$ cat src/hw/rtl/imh_ram.sv
`timescale 1ns / 1ps
// ----------------------------------------------------------------------------
// imh_ram
// generic single-write, single-read ram with registered read data
// ----------------------------------------------------------------------------
module imh_ram #(
  parameter int WIDTH = 8,
  parameter int DEPTH = 16,
  parameter int AW    = $clog2(DEPTH)
) (
  input  logic             clk,
  input  logic             we,
  input  logic [AW-1:0]    waddr,
  input  logic [WIDTH-1:0] wdata,
  input  logic [AW-1:0]    raddr,
  output logic [WIDTH-1:0] rdata
);

  logic [WIDTH-1:0] mem [DEPTH];

  always_ff @(posedge clk) begin
    if (we) begin
      mem[waddr] <= wdata;
    end
    rdata <= mem[raddr];
  end

endmodule

$ cat config.mk
export PLATFORM = sky130hd
export DESIGN_NAME = imh_ram
export DESIGN_NICKNAME = d
export VERILOG_FILES = /design/src/hw/rtl/imh_ram.sv
export SDC_FILE = /design/constraint.sdc
export NUM_CORES = 1
export LEC_CHECK = 0
export ABC_AREA = 0
export BUFFER_PORTS_ARGS = -buffer_cell sky130_fd_sc_hd__clkbuf_2
export CAP_MARGIN = 5
export CORE_UTILIZATION = 30
export CTS_BUF_LIST = sky130_fd_sc_hd__clkbuf_8
export CTS_CLUSTER_SIZE = 16
export DETAILED_ROUTE_END_ITERATION = 6
export SYNTH_ARGS = -nofsm -noshare
export SYNTH_HDL_FRONTEND = slang
export SYNTH_SLANG_ARGS = --single-unit
$ cat constraint.sdc
create_clock -name clk -period 3.4 [get_ports clk]
set_input_delay 0.34 -clock clk [delete_from_list [all_inputs] [get_ports clk]]
set_output_delay 0.34 -clock clk [all_outputs]
set_load 0.02 [all_outputs]
==> impl_results.md <==
- Outcome: complete, no violations
- Area grow syn2layout: 15.8%
- Critical Path AT: around 2.0 ns
- Slew headroom: 30.2%
- Largest net degree at the start of global routing: 19
- Critical path class: in2reg
- Fill cells: 1508
- CP bufs+invs: 2
- Vias in the first global route: between 2000 and 3000
- Cell variety after synth: 19
- # IOs: 26
- CTS Root Cell: clkbuf_8
- Initial antenna violation count: 0
- Combinational Power Share: around 5.2%
- Area fraction of the dominant cell type after synthesis: between 70% and 80%
- Element type at the critical path start: input pin
- # hold bufs at CTS: 0
- Placed Cells: between 400 and 500
- Worst reg2reg setup slack: 1.94 ns
- Die span in x: ~130 um
- Die area: roughly 18000 um2
- Hold endpoint: mem[10][1]$_DFFE_PP_
- RD Place Congestion: between 0.7 and 0.8
- Die height: around 130 um
- Register area share after synthesis: just under 80%
- Largest stage delay on the critical path: between 0.5 and 0.6 ns
- Worst Tran Pin Value: approximately 1.0 ns
- R2r worst-path depth: 3
- Hold Vio Cnt, Final: 0
- Most frequent cells in the layout: edfxtp_1 (128), clkbuf_2 (25), clkbuf_8 (20)
- Fmax: approximately 600 MHz
- Final wirelength: between 10000 and 15000 um
- NetSw: a little over 0.7 mW
- Hold Path Stages: 1
- IO Port Bufs: 25
- Total Power: ~3.5 mW
- Vias: 2381
- Clock Tree Buf Depth: 2
- WL/cell: 21.1 um
- Cells after Synth: 229
- Minimum clock period: between 1.5 and 2 ns
- Worst Path Max Fanout: 15
- Mapped Area: 5150 um2
- Clk Latency, worst-skew pair: approximately 0.44 ns
- Fin nets: 290
- RR Startpoint: mem[7][4]$_DFFE_PP_
- Final count of negative-setup-slack endpoints: 0
- Power Internal: between 2 and 3 mW
- RSZ-0062 raised after global routing: no
- Post-CTS setup buffer count: 0
- Num CTS Buffers: 17
- Leading area contributor after synthesis: edfxtp_1
- Final core occ: between 30% and 40%
- Crit. End Element: register
- Row Count: 47
- CTS tree: done
- Cell Pwr Density: slightly below 600 nW/um2
- Final slew viol count: 0
- CP max stage cell: mux4_1
- Mean post-synth cell area: ~22 um2
- Drt initial violations: around 220
- Layout cells sized above 1: 28.8%
- Final Non-Filler Cells: a little over 500
- Seq cells post-synth: about 140
- Drt pass-1 iters: 5
- Flop pwr share: a little over half
- Vias/cell: approximately 4.7
- Setup Skew: roughly 0.0091 ns
- CP top delay family: buffers and inverters
- Area contributors post-synth: edfxtp_1 (75%), mux4_2 (7.9%), mux4_1 (7.1%)
- Diodes inserted: 0
- Sw frac: 20.5%
- Worst-path cell chain: clkbuf_2 -> buf_4 -> mux4_1 -> a22oi_1 -> nand2_1
- H-tree Lvls: 4
- Pre-CTS setup slack: about 1.2 ns
- Worst-path clk slew: about 0.070 ns
- GRT Residual Overflow: 0
- Leakage power total: 1.98 nW
- Yosys warns: 0
- Clock Power Share: 41.1%
- Setup WS post-layout: roughly 1.7 ns
- Post_cts resized: 0
- Required time worst endpoint: roughly 3.7 ns
- Commonest non-fill, non-tap cell in the layout: edfxtp_1
- Drt drc: 0
- Global-route wire length before repair: between 15000 and 20000 um
- Crit Reg-Reg Endpoint: rdata[4]$_DFF_P_
- GRT Overall Usage: 13.2%
- Initial Util: ~31%
- Count of maximum capacitance violations: 0
- Setup total negative slack: 0 ns
- Hold Path Origin: wdata[1]
- Detailed Place HPWL: a little under 7000 um
- Mapped Nets: ~250
- Hold Path Class: in2reg
- Clock sinks: between 100 and 150
- Core area: between 15000 and 20000 um2
- Antenna Violating Nets Remaining: 0
- Fin crit share: between 40% and 50%
- Max VDD drop: ~0.33 mV
-- power groups by stage --
stage	sequential [mW]	combinational, mW	clock, mW
after floorplan	1.93	0.0951	0
after detailed placement	1.92	0.186	0
final	1.88	0.183	1.44
after global routing	1.89	0.199	1.53
after CTS	1.88	0.186	1.46
after global placement	1.92	0.181	0
-- worst max path at each step --
stage                   from                   to  slack [ns]  depth (start not counted)
finish              raddr[0]     rdata[2]$_DFF_P_        1.73                          5
floorplan           waddr[2]  mem[0][0]$_DFFE_PP_        1.57                          2
global placement    raddr[0]     rdata[2]$_DFF_P_        1.23                          5
global route        raddr[0]     rdata[5]$_DFF_P_        1.59                          5
detailed placement  raddr[0]     rdata[2]$_DFF_P_        1.21                          5
CTS                 raddr[0]     rdata[2]$_DFF_P_        1.66                          5
-- flip-flops by register name, summed over array words and instances (netlist names) --
signal,cells
mem,128
rdata,8
-- cells by family after synthesis --
group / after synthesis / share of synthesized area, %
AOI/OAI and AO/OA: 16 / 2.33
buffers and inverters: 10 / 1.68
DFF: 136 / 77.8
muxes: 32 / 15.0
and+or+nand+nor: 35 / 3.18
-- area by class of cell --
type | count | area (um2) | share of cell area [%]
Sequential cell | 136 | 4000 | 67.1
Multi-Input combinational cell | 83 | 1060 | 17.7
Clock buffer | 20 | 275 | 4.62
Tap cell | 220 | 275 | 4.62
Timing Repair Buffer | 34 | 193 | 3.23
Clock inverter | 12 | 159 | 2.66
-- stage by stage --
step / hold slack [ns] / cell area, um2
global placement: 0.653 / 5530
detailed placement: 0.662 / 5530
global route: 0.336 / 5960
CTS: 0.328 / 5960
finish: 0.335 / 5960
floorplan: 0.439 / 5150
-- synthesized netlist by cell type --
library cell,n
edfxtp_1,128
nand3b_1,2
or3b_2,1
nand2_1,9
nor2b_1,1
nand2b_1,2
buf_6,3
nor2_1,13
buf_2,3
buf_4,1
nand3_1,1
dfxtp_1,8
mux4_1,14
nor3_1,4
clkdlybuf4s25_2,3
a22oi_1,16
and2b_1,1
and2_1,1
mux4_2,18
-- layer usage --
layer	share of wire [%]	track usage [%]
met5	0	0
met4	0.99	4.92
met3	7.4	4.18
met2	46	18.5
met1	46	19.1
(Power assumes the default switching activity.)
